## src/rtl/ntc_pkg.sv

```systemverilog
// Shared types and constants for the NTC thermistor temperature converter.
// No dependencies; imported by ntc_ctrl, ntc_dp and ntc_adc_to_temperature.
package ntc_pkg;

   localparam int SUM_W   = 16;
   localparam int COUNT_W = 4;
   localparam int CSR_W   = 8;
   localparam int WDATA_W = 20;
   localparam int TEMP_W  = 19;

   localparam logic [CSR_W-1:0] CSR_SERIES_RES  = 8'd0;
   localparam logic [CSR_W-1:0] CSR_NOMINAL_RES = 8'd1;
   localparam logic [CSR_W-1:0] CSR_BETA        = 8'd2;
   localparam logic [CSR_W-1:0] CSR_NOMINAL_T   = 8'd3;

   localparam logic [19:0]        RST_SERIES_RES  = 20'd10000;
   localparam logic [19:0]        RST_NOMINAL_RES = 20'd50000;
   localparam logic [13:0]        RST_BETA        = 14'd3976;
   localparam logic signed [14:0] RST_NOMINAL_T   = 15'sd2500;

   localparam logic [1:0] STATUS_OK    = 2'd0;
   localparam logic [1:0] STATUS_SHORT = 2'd1;
   localparam logic [1:0] STATUS_OPEN  = 2'd2;

   localparam logic signed [16:0]       KELVIN_OFFSET = 17'sd27315;
   localparam logic [29:0]              LN2_Q30       = 30'd744261118;
   localparam logic signed [TEMP_W-1:0] TEMP_HIGH     = 19'sd200000;
   localparam logic signed [TEMP_W-1:0] TEMP_LOW      = -19'sd10000;
   localparam logic signed [TEMP_W-1:0] TEMP_SHORTED  = -19'sd100;
   localparam logic signed [TEMP_W-1:0] TEMP_OPENED   = -19'sd200;
   // kelvin-side limits, centikelvin
   localparam logic [18:0] TC_HIGH = 19'd227315;
   localparam logic [18:0] TC_LOW  = 19'd17315;

   localparam int NORM_STEPS = 6;
   localparam int FRAC_BITS  = 24;
   localparam int QUOT_BITS  = 19;

   typedef struct packed {
      logic [19:0]        series_res;
      logic [19:0]        nominal_res;
      logic [13:0]        beta;
      logic signed [14:0] nominal_temp;
   } cfg_type;

   typedef enum logic [3:0] {
      OP_NONE,
      OP_LOAD,
      OP_MUL,
      OP_NORM,
      OP_SQR,
      OP_LN,
      OP_LQ,
      OP_TL,
      OP_DEN,
      OP_OVF,
      OP_DIV,
      OP_FIN
   } dp_op_type;

   typedef struct packed {
      dp_op_type  op;
      logic [2:0] step;
   } dp_cmd_type;

   typedef struct packed {
      logic special;
   } dp_stat_type;

   typedef enum logic [3:0] {
      ST_IDLE,
      ST_MUL,
      ST_NORM,
      ST_SQR,
      ST_LN,
      ST_LQ,
      ST_TL,
      ST_DEN,
      ST_OVF,
      ST_DIV,
      ST_FIN
   } ctrl_state_type;

endpackage

```

## src/rtl/ntc_ctrl.sv

```systemverilog
// Sequencer for the conversion: issues datapath commands, counts steps and
// owns the result valid flag. Depends on ntc_pkg.
module ntc_ctrl import ntc_pkg::*; (
   input  logic        clock,
   input  logic        reset,
   input  logic        start,
   input  dp_stat_type stat,
   input  logic        rsp_stall,
   output dp_cmd_type  cmd,
   output logic        busy,
   output logic        rsp_valid
);

   ctrl_state_type state_ff, state_in;
   logic [4:0]     step_ff, step_in;
   logic           rsp_valid_ff, rsp_valid_in;

   always_ff @(posedge clock) begin
      if (reset) begin
         state_ff     <= ST_IDLE;
         step_ff      <= '0;
         rsp_valid_ff <= 1'b0;
      end else begin
         state_ff     <= state_in;
         step_ff      <= step_in;
         rsp_valid_ff <= rsp_valid_in;
      end
   end

   always_comb begin
      state_in     = state_ff;
      step_in      = step_ff;
      cmd.op       = OP_NONE;
      cmd.step     = step_ff[2:0];
      rsp_valid_in = rsp_valid_ff && rsp_stall;
      unique case (state_ff)
         ST_IDLE: begin
            if (start) begin
               cmd.op   = OP_LOAD;
               state_in = ST_MUL;
            end
         end
         ST_MUL: begin
            step_in = '0;
            if (stat.special) begin
               state_in = ST_FIN;
            end else begin
               cmd.op   = OP_MUL;
               state_in = ST_NORM;
            end
         end
         ST_NORM: begin
            cmd.op  = OP_NORM;
            step_in = step_ff + 5'd1;
            if (step_ff == 5'(NORM_STEPS - 1)) begin
               step_in  = '0;
               state_in = ST_SQR;
            end
         end
         ST_SQR: begin
            cmd.op  = OP_SQR;
            step_in = step_ff + 5'd1;
            if (step_ff == 5'(FRAC_BITS - 1)) begin
               step_in  = '0;
               state_in = ST_LN;
            end
         end
         ST_LN: begin
            cmd.op   = OP_LN;
            state_in = ST_LQ;
         end
         ST_LQ: begin
            cmd.op   = OP_LQ;
            state_in = ST_TL;
         end
         ST_TL: begin
            cmd.op   = OP_TL;
            state_in = ST_DEN;
         end
         ST_DEN: begin
            cmd.op   = OP_DEN;
            state_in = ST_OVF;
         end
         ST_OVF: begin
            cmd.op   = OP_OVF;
            step_in  = '0;
            state_in = ST_DIV;
         end
         ST_DIV: begin
            cmd.op  = OP_DIV;
            step_in = step_ff + 5'd1;
            if (step_ff == 5'(QUOT_BITS - 1)) begin
               step_in  = '0;
               state_in = ST_FIN;
            end
         end
         ST_FIN: begin
            // hold until the output register is free
            if (!rsp_valid_ff || !rsp_stall) begin
               cmd.op       = OP_FIN;
               rsp_valid_in = 1'b1;
               state_in     = ST_IDLE;
            end
         end
         default: begin
            state_in = ST_IDLE;
         end
      endcase
   end

   assign busy      = state_ff != ST_IDLE;
   assign rsp_valid = rsp_valid_ff;

endmodule

```

## config.mk

```make
export PLATFORM = sky130hd
export DESIGN_NAME = ntc_ctrl
export DESIGN_NICKNAME = d
export VERILOG_FILES = /design/src/rtl/ntc_pkg.sv /design/src/rtl/ntc_ctrl.sv
export SDC_FILE = /design/constraint.sdc
export NUM_CORES = 1
export LEC_CHECK = 0
export BUFFER_PORTS_ARGS = -buffer_cell sky130_fd_sc_hd__buf_2
export CAP_MARGIN = 40
export CORE_UTILIZATION = 52
export CTS_CLUSTER_SIZE = 24
export DETAILED_ROUTE_END_ITERATION = 10
export HOLD_SLACK_MARGIN = 0.06
export PLACE_DENSITY_LB_ADDON = 0.05
export SLEW_MARGIN = 25
export SYNTH_ARGS = -nofsm -noshare
export SYNTH_HDL_FRONTEND = slang
export SYNTH_SLANG_ARGS = --single-unit
```

## constraint.sdc

```tcl
create_clock -name clock -period 1.82 [get_ports clock]
set_input_delay 0.364 -clock clock [delete_from_list [all_inputs] [get_ports clock]]
set_output_delay 0.364 -clock clock [all_outputs]
set_load 0.005 [all_outputs]
```

; After elaboration in Yosys (flattened, before gate mapping)
; Index checks and enable logic that the tools add are counted.
[classes]
mux = 17
n_reduce_logical = 9
n_eq_ne = 18
addsub = 1
[op_table]
columns = operator, count
row1 = $pmux 4 s11, 2
row2 = $mux 4, 7
row3 = $pmux 5 s4, 1
row4 = $eq 4x3->1 const B, 4
row5 = $mux 5, 3
row6 = $eq 4x4->1 const B, 3
row7 = $eq 5x5->1 const B, 2
row8 = $ne 2x2->1 const B, 5
row9 = $eq 4x2->1 const B, 2
row10 = $reduce_bool 4->1, 2
row11 = $add 5x1->5 const B, 1
row12 = $eq 5x3->1 const B, 1
row13 = $reduce_and 5->1, 1
row14 = $eq 4x1->1 const B, 1
row15 = $logic_not 4->1, 1
row16 = $mux 1, 3
row17 = $logic_not 1->1, 2
row18 = $mux 2, 1
row19 = $reduce_or 2->1, 1
row20 = $logic_and 1x1->1, 1
row21 = $logic_or 1x1->1, 1
[word_totals]
register_bits = 10
wordCells = 48
output_inout_bits = 9
input_bits = 5

; Depth between registers and ports, before layout
; Gate-level depths: netlist (run 1).
[logic_depth]
depth_word = 4
mapped_depth = 7
mapped_depth_nobuf = 7

; Worst setup path after synthesis (run 1)
; No wires, ideal clock.
[synth_path]
path_kind = reg2reg
startpoint = register step_ff[0]
endpoint = register step_ff[0]
synth_period_minus_slack_ps = 1507
arrival_time_ps = 1443
slack_ps = 313
path_buffers = 0
setup_time_ps = 64
required_time_ps = 1756
stages_incl_launch_ff = 8
cell_sequence = dfxtp_1 inv_1 ha_1 nand4bb_1 nand3_1 a211o_1 a31o_1 nor2_1
[synth_between]
elab_chain_cells = 3
word_cells_on_any_way = 8
classes_between = add/sub: 1 / eq/ne: 3 / mux: 4
[synth_lines]
columns = element, line
row1 = start: declaration, ntc_ctrl.sv:15  ; logic [4:0] step_ff, step_in;
row2 = start signal: assignment, ntc_ctrl.sv:25  ; step_ff <= step_in;
row3 = $add 5x1->5 (tied with other cells), "ntc_ctrl.sv:54, ntc_ctrl.sv:62, ntc_ctrl.sv:91"
row4 = "$mux 5, on equally long branches", "ntc_ctrl.sv:92, ntc_ctrl.sv:55, ntc_ctrl.sv:63"
row5 = $pmux 5 s4 (*), ntc_ctrl.sv:36  ; unique case (state_ff)
; Mark *: on every way between the ends. The rest lies on a longest branch, timed or not.
; A chain may end at the register's enable or synchronous reset.

; Worst setup path after layout (run 1)
[layout_path]
startpoint = register state_ff[3]
endpoint = output busy
[layout_between]
elab_chain_cells = 1
[layout_lines]
columns = element, line
row1 = start: declaration, ntc_ctrl.sv:14  ; ctrl_state_type state_ff, state_in;
row2 = start signal: assignment, ntc_ctrl.sv:24  ; state_ff <= state_in;
row3 = $reduce_bool 4->1, ntc_ctrl.sv:111  ; assign busy = state_ff != ST_IDLE;
row4 = end: declaration, ntc_ctrl.sv:10  ; output logic busy,
; No other way between the ends.

==> results of run 1 <==
-- critical path, delay by kind of cell, from the launching register on --
family / cells / cell delay, ns
AND/OR/NAND/NOR: 2 / 0.59
buffers and inverters: 1 / 0.13
flip-flops: 1 / 0.37
-- cell type report --
class / count / area (um2)
fill: 114 / 479.2
multi-input combinational: 66 / 452.9
sequential: 10 / 203.9
timing repair buffer: 16 / 87.58
clock buffer: 4 / 36.28
inverter: 6 / 22.52
tap: 15 / 18.77
-- kinds of logic (layout without fill, tap and decap cells) --
logic type      Yosys count  after routing
xor+xnor                  5              5
compound gates           26             26
simple gates             32             32
buf+inv                  15             26
flops                    10             10
fa+ha+maj                 3              3
-- through the flow --
stage	utilization	instances	hold WS (ns)	area, um2	setup slack [ns]
after floorplan	-	91	0.4331	725.7	0.3128
after global placement	0.5990	113	0.5627	779.5	0.2251
after detailed placement	0.5990	113	0.5686	779.5	0.1909
after CTS	0.6279	117	0.3412	817.0	0.01438
after global routing	0.6317	117	0.3693	822.0	0.04630
final	0.6317	117	0.3555	822.0	0.1091
-- power by group through the flow --
stage               clock (mW)  sequential, mW  combinational [mW]
floorplan                    0           0.297               0.529
global placement             0           0.351               0.611
detailed placement           0           0.351               0.613
CTS                      0.206           0.348               0.617
global route             0.209           0.364               0.706
finish                   0.200           0.352               0.630
-- state kept, by name, indices dropped and copies added, names as in the netlist --
name,cells
rsp_valid,1
step_ff,5
state_ff,4
-- final timing paths --
kind | startpoint | endpoint | cells past startpoint
setup / recovery | state_ff[3] | busy | 3
hold / removal | reset | state_ff[0] | 2
setup reg to reg | step_ff[0] | step_ff[3] | 7
hold reg to reg | step_ff[1] | step_ff[1] | 2
-- Yosys cell counts (all sizes together) --
library cell,n
xnor2,2
and4b,1
and2,1
o31a,1
xor2,3
a211o,1
or2,1
o211a,1
nand4b,1
nand3,5
o21a,2
nand4bb,1
ha,3
and4bb,1
inv,6
nor2,11
or3,1
o21ai,3
a22oi,1
clkbuf,2
a311oi,3
dfxtp,10
nor3b,1
a31o,1
nor3,1
buf,7
a31oi,1
nand4,2
nor4,2
o31ai,1
nand2,3
a21oi,11
-- layer usage --
layer	track usage	vias to the layer above	wire length (um)
li1	-	354	-
met1	0.3162	293	725
met2	0.2500	26	566
met3	0.05114	2	92
met4	0.1552	0	12
met5	0	-	0
-- cells in the final DEF, fill, tap and decap left out, types with 5 or more instances in the layout --
cell type and count:
inv_1 5, dfxtp_1 7, buf_2 13, a21oi_1 10, nor2_1 11, nand3_1 5
-- timing repair --
item | in CTS | in global routing
gates resized for setup | 1 | 3
setup endpoints to repair | 1 | 2
hold buffers | 0 | 0
gates cloned | 0 | 0
endpoints found under the hold margin | 0 | 0
==> results_dict.tcl, run 1 <==
set metrics [dict create \
    p_leak_nw 0.3819 \
    worstPathArrival_ns 1.35 \
    place_congestion 0.7870 \
    ys_types 37 \
    track_usage 0.2123 \
    cts_tree "done" \
    fin_skew_ns 0.0008493 \
    crit_path_max_fanout 9 \
    powerDensity_nw_per_um2 1438 \
    tightest_slew_ns 0.3727 \
    cp-end-kind "output port" \
    p_sw_frac 0.4189 \
    core_area_um2 1301 \
    timing.setup.tns_ns 0 \
    grt_antenna_before_repair 0 \
    status "complete, no violations" \
    syn_inst 91 \
    start_kind "flip-flop" \
    root_buffer "clkbuf_4" \
    dieHeight_um 39.36 \
    yosys_warnings 0 \
    clock_sinks 10 \
    ys_seq_elements 10 \
    power_mw 1.182 \
    nNetsFinal 111 \
    cts.htree.levels 1 \
    grt_max_degree 16 \
    worstPathRequired_ns 1.46 \
    vias 675 \
    intPower_mw 0.6868 \
    clk_pin_slew_ns 0.07 \
    yosys.area_share.adder 0.05172 \
    postRouteAntennaNets 0 \
    synth_top_family_by_area "compound AO/OA/AOI/OAI gates" \
    grt_setup_unrepaired "false" \
    drive_gt1_frac 0.2745 \
    synth_top_area_share 0.2759 \
    area_growth_pct 13.28 \
    seqPwrFrac 0.298 \
    cpPeakStageDelay_ns 0.37 \
    synth-compound-area-share 0.2569 \
    clk_latency_ns 0.26 \
    gr-total-overflow 0 \
    dr.first_iter.drc_count 16 \
    cts_max_path_buffers 2 \
    die_area_um2 1549 \
    grt_pass1_vias 477 \
    rrSetupSlack_ns 0.19 \
    dp.final_hpwl_um 1053 \
    diodes 0 \
    vias_per_cell 5.769 \
    synth_area_um2 725.7 \
    cts_setup_buffers 0 \
    pwr-share-clk 0.169 \
    max-slew-margin-rel 0.7495 \
    drt-total-wl_um 1398 \
    ys_seq_area_frac 0.2759 \
    die_x_um 39.36 \
    finalCriticalPeriod_ns 1.711 \
    firstDrtPassIters 4 \
    synthSimpleGateAreaFrac 0.2517 \
    hold_viol_final 0 \
    crit_type "flip-flop to output port" \
    power.net_switching_mw 0.4951 \
    peakVddDrop_v 0.0009089 \
    hold_class "input port to flip-flop" \
    synth_area_leaders "dfxtp_1 (28%), a21oi_1 (6.9%), nor2_1 (5.7%)" \
    fmax_mhz 584.5 \
    yosys-mux-area-fraction 0 \
    max_cap_viol_count 0 \
    syn-num-nets 99 \
    wl_per_cell_um 11.95 \
    final_max_slew_viol_count 0 \
    drc_errors 0 \
    cp_slowest_cell "dfxtp_2" \
    timing.final.crit_share 0.9401 \
    combPwrFrac 0.533 \
    avgSynthCellArea_um2 7.975 \
    worstPathCellList "or2_4 > or3_1 > buf_2" \
    synth_largest_area_cell "dfxtp_1" \
    cts_made_buffers 3 \
    grt_pass1_wl_um 2118 \
    start_util 0.5577 \
    io_buffers 13 \
    io_pins 14 \
    yosys.area_share.xor_xnor 0.06034 \
    std_cell_rows 13 \
    finalSetupViolCount 0 \
]
Note: power is estimated with default switching activity, not from simulation.
==> run 2: changes to the inputs <==
--- a/config.mk
+++ b/config.mk
@@ -7,7 +7,7 @@
 export LEC_CHECK = 0
 export BUFFER_PORTS_ARGS = -buffer_cell sky130_fd_sc_hd__buf_2
 export CAP_MARGIN = 40
-export CORE_UTILIZATION = 52
+export CORE_UTILIZATION = 50
 export CTS_CLUSTER_SIZE = 24
 export DETAILED_ROUTE_END_ITERATION = 10
 export HOLD_SLACK_MARGIN = 0.06
==> constraint.sdc (replaced) <==
create_clock -name clock -period 2.2 [get_ports clock]
set_input_delay 0.44 -clock clock [delete_from_list [all_inputs] [get_ports clock]]
set_output_delay 0.44 -clock clock [all_outputs]
set_load 0.005 [all_outputs]
==> run 2 against run 1 <==
Core utilization down 4.0 points. Worst setup slack better by 0.15 ns. First-iteration DRC count down 50%. Clock power down 36%. Largest power group unchanged. Highest routed layer unchanged.
==> results_dict.tcl, run 2 (synthesis gave the netlist of run 1 again) <==
set metrics [dict create \
    gr-total-overflow 0 \
    top_register "step_ff" \
    cp-end-kind "output port" \
    fin_skew_ns 0.001149 \
    grt_max_degree 17 \
    drc_errors 0 \
    track_usage 0.2255 \
    timing.setup.tns_ns 0 \
    r2r_cells 5 \
    p_leak_nw 0.3572 \
    grt_setup_unrepaired "false" \
    nNetsFinal 108 \
    hold_class "input port to flip-flop" \
    powerDensity_nw_per_um2 1157 \
    timing.final.crit_share 0.8836 \
    worstPathArrival_ns 1.50 \
    seq_area_um2 200.2 \
    drt-total-wl_um 1509 \
    fin_ws_ns 0.2560 \
    dr.first_iter.drc_count 8 \
    place_area_um2 757.0 \
    drive_gt1_frac 0.2041 \
    wl_per_cell_um 13.35 \
    cts_setup_buffers 0 \
    placed_cells 110 \
    crit_end "busy" \
    cts_max_path_buffers 2 \
    die_area_um2 1608 \
    place_congestion 0.7406 \
    clock_sinks 10 \
    dieHeight_um 40.10 \
    finalCriticalPeriod_ns 1.944 \
    dp.final_hpwl_um 1061 \
    grt_antenna_before_repair 0 \
    cp_slowest_cell "dfxtp_1" \
    r2r-start "state_ff[1]" \
    final_max_slew_viol_count 0 \
    multi_input_area_um2 450.4 \
    io_buffers 13 \
    vias_per_cell 5.796 \
    area_growth_pct 7.414 \
    postRouteAntennaNets 0 \
    cts.htree.levels 1 \
    grt_pass1_vias 548 \
    cts_hold_buf 0 \
    layout_common_cells "buf_2 (13), nor2_1 (11), a21oi_1 (10), dfxtp_1 (10)" \
    final_common_cell "buf_2" \
    start_kind "flip-flop" \
    cp-startpoint "state_ff[3]" \
    cpPeakStageDelay_ns 0.43 \
    max_cap_viol_count 0 \
    pre_cts_ws_ns 0.4904 \
    rrSetupSlack_ns 0.46 \
    tightest_slew_ns 0.5291 \
    io_pins 14 \
    fmax_mhz 514.4 \
    largest_reg_flops 5 \
    diodes 0 \
    die_x_um 40.10 \
    cts_resized 0 \
    start_util 0.5508 \
    firstDrtPassIters 4 \
    reg2reg_to "state_ff[3]" \
    max-slew-margin-rel 0.6468 \
    clk_latency_ns 0.26 \
    cts_tree "done" \
    root_buffer "clkbuf_4" \
    finalSetupViolCount 0 \
    final_util 0.5916 \
    fill_cells 140 \
    cts_made_buffers 3 \
    worstPathRequired_ns 1.76 \
    hold_viol_final 0 \
    worstPathCellList "or2_1 > or3_1 > buf_2" \
    final_cells 113 \
    crit_type "flip-flop to output port" \
    peakVddDrop_v 0.0005257 \
    std_cell_rows 13 \
    clk_pin_slew_ns 0.07 \
    core_area_um2 1318 \
    crit_path_max_fanout 13 \
    grt_pass1_wl_um 2387 \
    design_area_um2 779.5 \
    status "complete, no violations" \
    vias 655 \
]
## run 2: cell count changes in the layout (fill, tap and decap cells not counted), sizes merged
cell	delta
buf	-3
clkbuf	-1
## run 2: per-layer routing
layer	part of all wire	vias to the layer above	global-route usage
met2	0.38	20	0.2984
met5	0	-	0
met3	0.074	2	0.05000
met4	0.0086	0	0.1034
met1	0.53	292	0.3355
li1	-	341	-
## run 2: area by class of cell
class                      instances  area share
timing repair buffer              13     0.08347
multi-input combinational         66      0.5778
tap                               15     0.02408
sequential                        10      0.2568
inverter                           6     0.02889
clock buffer                       3     0.02889
## run 2: stage by stage
stage / power [mW] / hold slack [ns]
detailed placement: 0.7732 / 0.5553
global placement: 0.7705 / 0.5553
CTS: 0.9008 / 0.4392
finish: 0.9017 / 0.4403
global route: 0.9787 / 0.4495
floorplan: 0.6833 / 0.5091
## run 2: power breakdown
group          internal (mW)  switching (mW)  leakage, nW
Sequential             0.218           0.100       0.0815
Combinational          0.210           0.245        0.262
Clock                 0.0631          0.0650       0.0138
## run 2: worst min path at each step
stage | cells past startpoint | end | startpoint
2_1_floorplan | 1 | state_ff[0] | reset
3_3_place_gp | 2 | step_ff[3] | step_ff[3]
3_5_place_dp | 2 | step_ff[3] | step_ff[3]
4_1_cts | 2 | state_ff[0] | reset
5_1_grt | 2 | state_ff[3] | reset
6_report | 2 | state_ff[0] | reset
## run 2: worst max-delay path: cells and delay by family, from the launching register on
| kind | cells | cell delay, ns |
|---|---|---|
| buf+inv | 1 | 0.13 |
| flops | 1 | 0.43 |
| simple gates | 2 | 0.68 |
==> run 3: changes to the inputs <==
--- a/config.mk
+++ b/config.mk
@@ -5,10 +5,11 @@
 export SDC_FILE = /design/constraint.sdc
 export NUM_CORES = 1
 export LEC_CHECK = 0
+export ABC_AREA = 1
 export BUFFER_PORTS_ARGS = -buffer_cell sky130_fd_sc_hd__buf_2
 export CAP_MARGIN = 40
 export CORE_UTILIZATION = 50
-export CTS_CLUSTER_SIZE = 24
+export CTS_CLUSTER_SIZE = 40
 export DETAILED_ROUTE_END_ITERATION = 10
 export HOLD_SLACK_MARGIN = 0.06
 export PLACE_DENSITY_LB_ADDON = 0.05
==> run 3 against run 2 <==
Clock skew hardly changed. Final area is 17% higher. Fmax is 2.3% higher. Via count is 22% higher. Sequential cell count stayed put. Wire length is 13% higher. Die area is 13% higher. Critical path depth is 2 higher. Sequential share of layout area is 3.8 points lower. Cell count is 43% higher. Hold slack worse by 0.090 ns. Core utilization is 0.85 points higher. Largest cell class unchanged.
==> results_dict.tcl, run 3 <==
set metrics [dict create \
    grt_max_degree 10 \
    cp-end-kind "output port" \
    r2r_cells 10 \
    hold_viol_final 0 \
    fill_cells 148 \
    clk_pin_slew_ns 0.08 \
    largest_reg_flops 5 \
    drc_errors 0 \
    synthSimpleGateAreaFrac 0.4599 \
    place_congestion 0.8825 \
    area_growth_pct 10.59 \
    reg2reg_to "state_ff[3]" \
    cp_common_cell "nand2_1" \
    grt_pass1_wl_um 2904 \
    dp.final_hpwl_um 1387 \
    power_mw 1.111 \
    fin_skew_ns 0.001343 \
    grt_pass1_vias 672 \
    synth_ff_type "dfxtp_1" \
    ys_types 23 \
    fmax_mhz 526.2 \
    max-slew-margin-rel 0.8022 \
    timing.setup.tns_ns 0 \
    grt_antenna_before_repair 0 \
    r2r-start "step_ff[1]" \
    yosys.area_share.xor_xnor 0.03177 \
    finalCriticalPeriod_ns 1.900 \
    crit_end "cmd[6]" \
    hold_class "input port to flip-flop" \
    worstPathArrival_ns 1.46 \
    syn_inst 133 \
    yosys_warnings 0 \
    final_max_slew_viol_count 0 \
    vias_per_cell 4.926 \
    cts_setup_buffers 0 \
    cpPeakStageDelay_ns 0.48 \
    synth_common_cells "nand2_1 (28), nor2_1 (27), inv_1 (22)" \
    p_leak_nw 0.5048 \
    die_area_um2 1821 \
    cts_tree "done" \
    yosys.area_share.adder 0.04539 \
    powerDensity_nw_per_um2 1214 \
    pre_cts_ws_ns 0.6288 \
    synth_largest_area_cell "dfxtp_1" \
    synth_area_leaders "dfxtp_1 (24%), nand2_1 (13%), nor2_1 (12%)" \
    cp-startpoint "state_ff[1]" \
    drive_gt1_frac 0.2397 \
    synth-compound-area-share 0.07110 \
    gr-total-overflow 0 \
    top_register "step_ff" \
    critical-path-top-delay-family "flip-flops" \
    cp_slowest_cell "dfxtp_1" \
    diodes 0 \
    cts_max_path_buffers 2 \
    worstPathRequired_ns 1.76 \
    postRouteAntennaNets 0 \
    synth_area_um2 827.0 \
    synth_edf_count 0 \
    track_usage 0.2129 \
    max_cap_viol_count 0 \
    fin_ws_ns 0.2995 \
    ys_seq_elements 10 \
    vias 798 \
    synth_top_area_share 0.2421 \
    root_buffer "clkbuf_4" \
    dr.first_iter.drc_count 27 \
    ys_seq_area_frac 0.2421 \
    cts.htree.levels 1 \
    dieHeight_um 42.67 \
    crit_buf_inv 1 \
    cts_resized 0 \
    synthMostInstantiatedCell "nand2_1" \
    clock_sinks 10 \
    drt-total-wl_um 1704 \
    start_kind "flip-flop" \
    die_x_um 42.67 \
    wl_per_cell_um 10.52 \
    yosys-mux-area-fraction 0 \
    peakVddDrop_v 0.0007237 \
    timing.final.crit_share 0.8638 \
    syn-num-nets 141 \
    crit_path_max_fanout 7 \
    io_buffers 13 \
    finalSetupViolCount 0 \
    grt_setup_unrepaired "false" \
    std_cell_rows 14 \
    status "complete, no violations" \
    synth_top_family_by_area "simple AND/OR/NAND/NOR gates" \
    cp_num_cells 5 \
    worstPathCellList "nand2_1 > nor2_1 > nand2_1 > o2111ai_1 > buf_2" \
    cts_hold_buf 0 \
    avgSynthCellArea_um2 6.218 \
    tightest_slew_ns 0.2963 \
    rrSetupSlack_ns 0.76 \
    start_util 0.5427 \
    clk_latency_ns 0.27 \
    firstDrtPassIters 5 \
    io_pins 14 \
    layout_common_cells "nand2_1 (28), nor2_1 (27), inv_1 (22)" \
    final_common_cell "nand2_1" \
    final_cells 162 \
    cts_made_buffers 3 \
    core_area_um2 1524 \
    synthArstFlopShare 0 \
    nNetsFinal 155 \
    crit_type "flip-flop to output port" \
    placed_cells 158 \
]
==> run 3: changes by cell type after synthesis, moves of 3 or more <==
cell,before,now
nor2_1,11,27
buf_2,3,0
a21oi_1,10,2
nand2_2,0,6
nand3_1,5,10
nand2_1,3,28
a311oi_1,3,0
nor2_2,0,4
inv_1,5,22
==> run 3: worst min path at each step <==
stage	to	slack [ns]	depth (start not counted)	start
3_3_place_gp	step_ff[4]	0.52	2	step_ff[4]
2_1_floorplan	step_ff[3]	0.50	2	step_ff[3]
4_1_cts	state_ff[2]	0.35	2	reset
6_report	state_ff[2]	0.35	2	reset
3_5_place_dp	step_ff[4]	0.54	2	step_ff[4]
5_1_grt	state_ff[2]	0.37	2	reset
==> run 3: power by group <==
part | internal, mW | switching (mW)
registers | 0.222 | 0.0635
logic | 0.249 | 0.404
clock network | 0.100 | 0.0721
total | 0.571 | 0.539
==> run 3: through the flow <==
stage	instance area [um2]	utilization	hold slack, ns
final	914.6	0.6002	0.3501
after floorplan	827.0	-	0.5012
after CTS	914.6	0.6002	0.3489
after detailed placement	878.3	0.5764	0.5382
after global placement	878.3	0.5764	0.5218
after global routing	914.6	0.6002	0.3709
==> run 3: kinds of logic (layout without fill, tap and decap cells) <==
logic type	after synthesis	after routing
xor gates and xnor gates	3	3
DFF	10	10
buffers and inverters	28	41
adders and majority gates	3	3
AOI/OAI and AO/OA	8	8
and+or+nand+nor	81	81
==> run 3: per-layer routing <==
layer	vias to the layer above	part of all wire	global-route usage
li1	429	-	-
met1	349	0.54	0.3422
met2	18	0.41	0.2758
met3	2	0.042	0.03830
met4	0	0.0076	0.07500
met5	-	0	0
==> run 3: cell type report <==
cell class | count | area, um2 | share of cell area
clock buffers | 4 | 36.28 | 0.03967
multi-input cells | 95 | 503.0 | 0.5499
well taps | 16 | 20.02 | 0.02189
repair buffers | 13 | 65.06 | 0.07114
flip-flops and latches | 10 | 200.2 | 0.2189
inverters | 24 | 90.09 | 0.09850
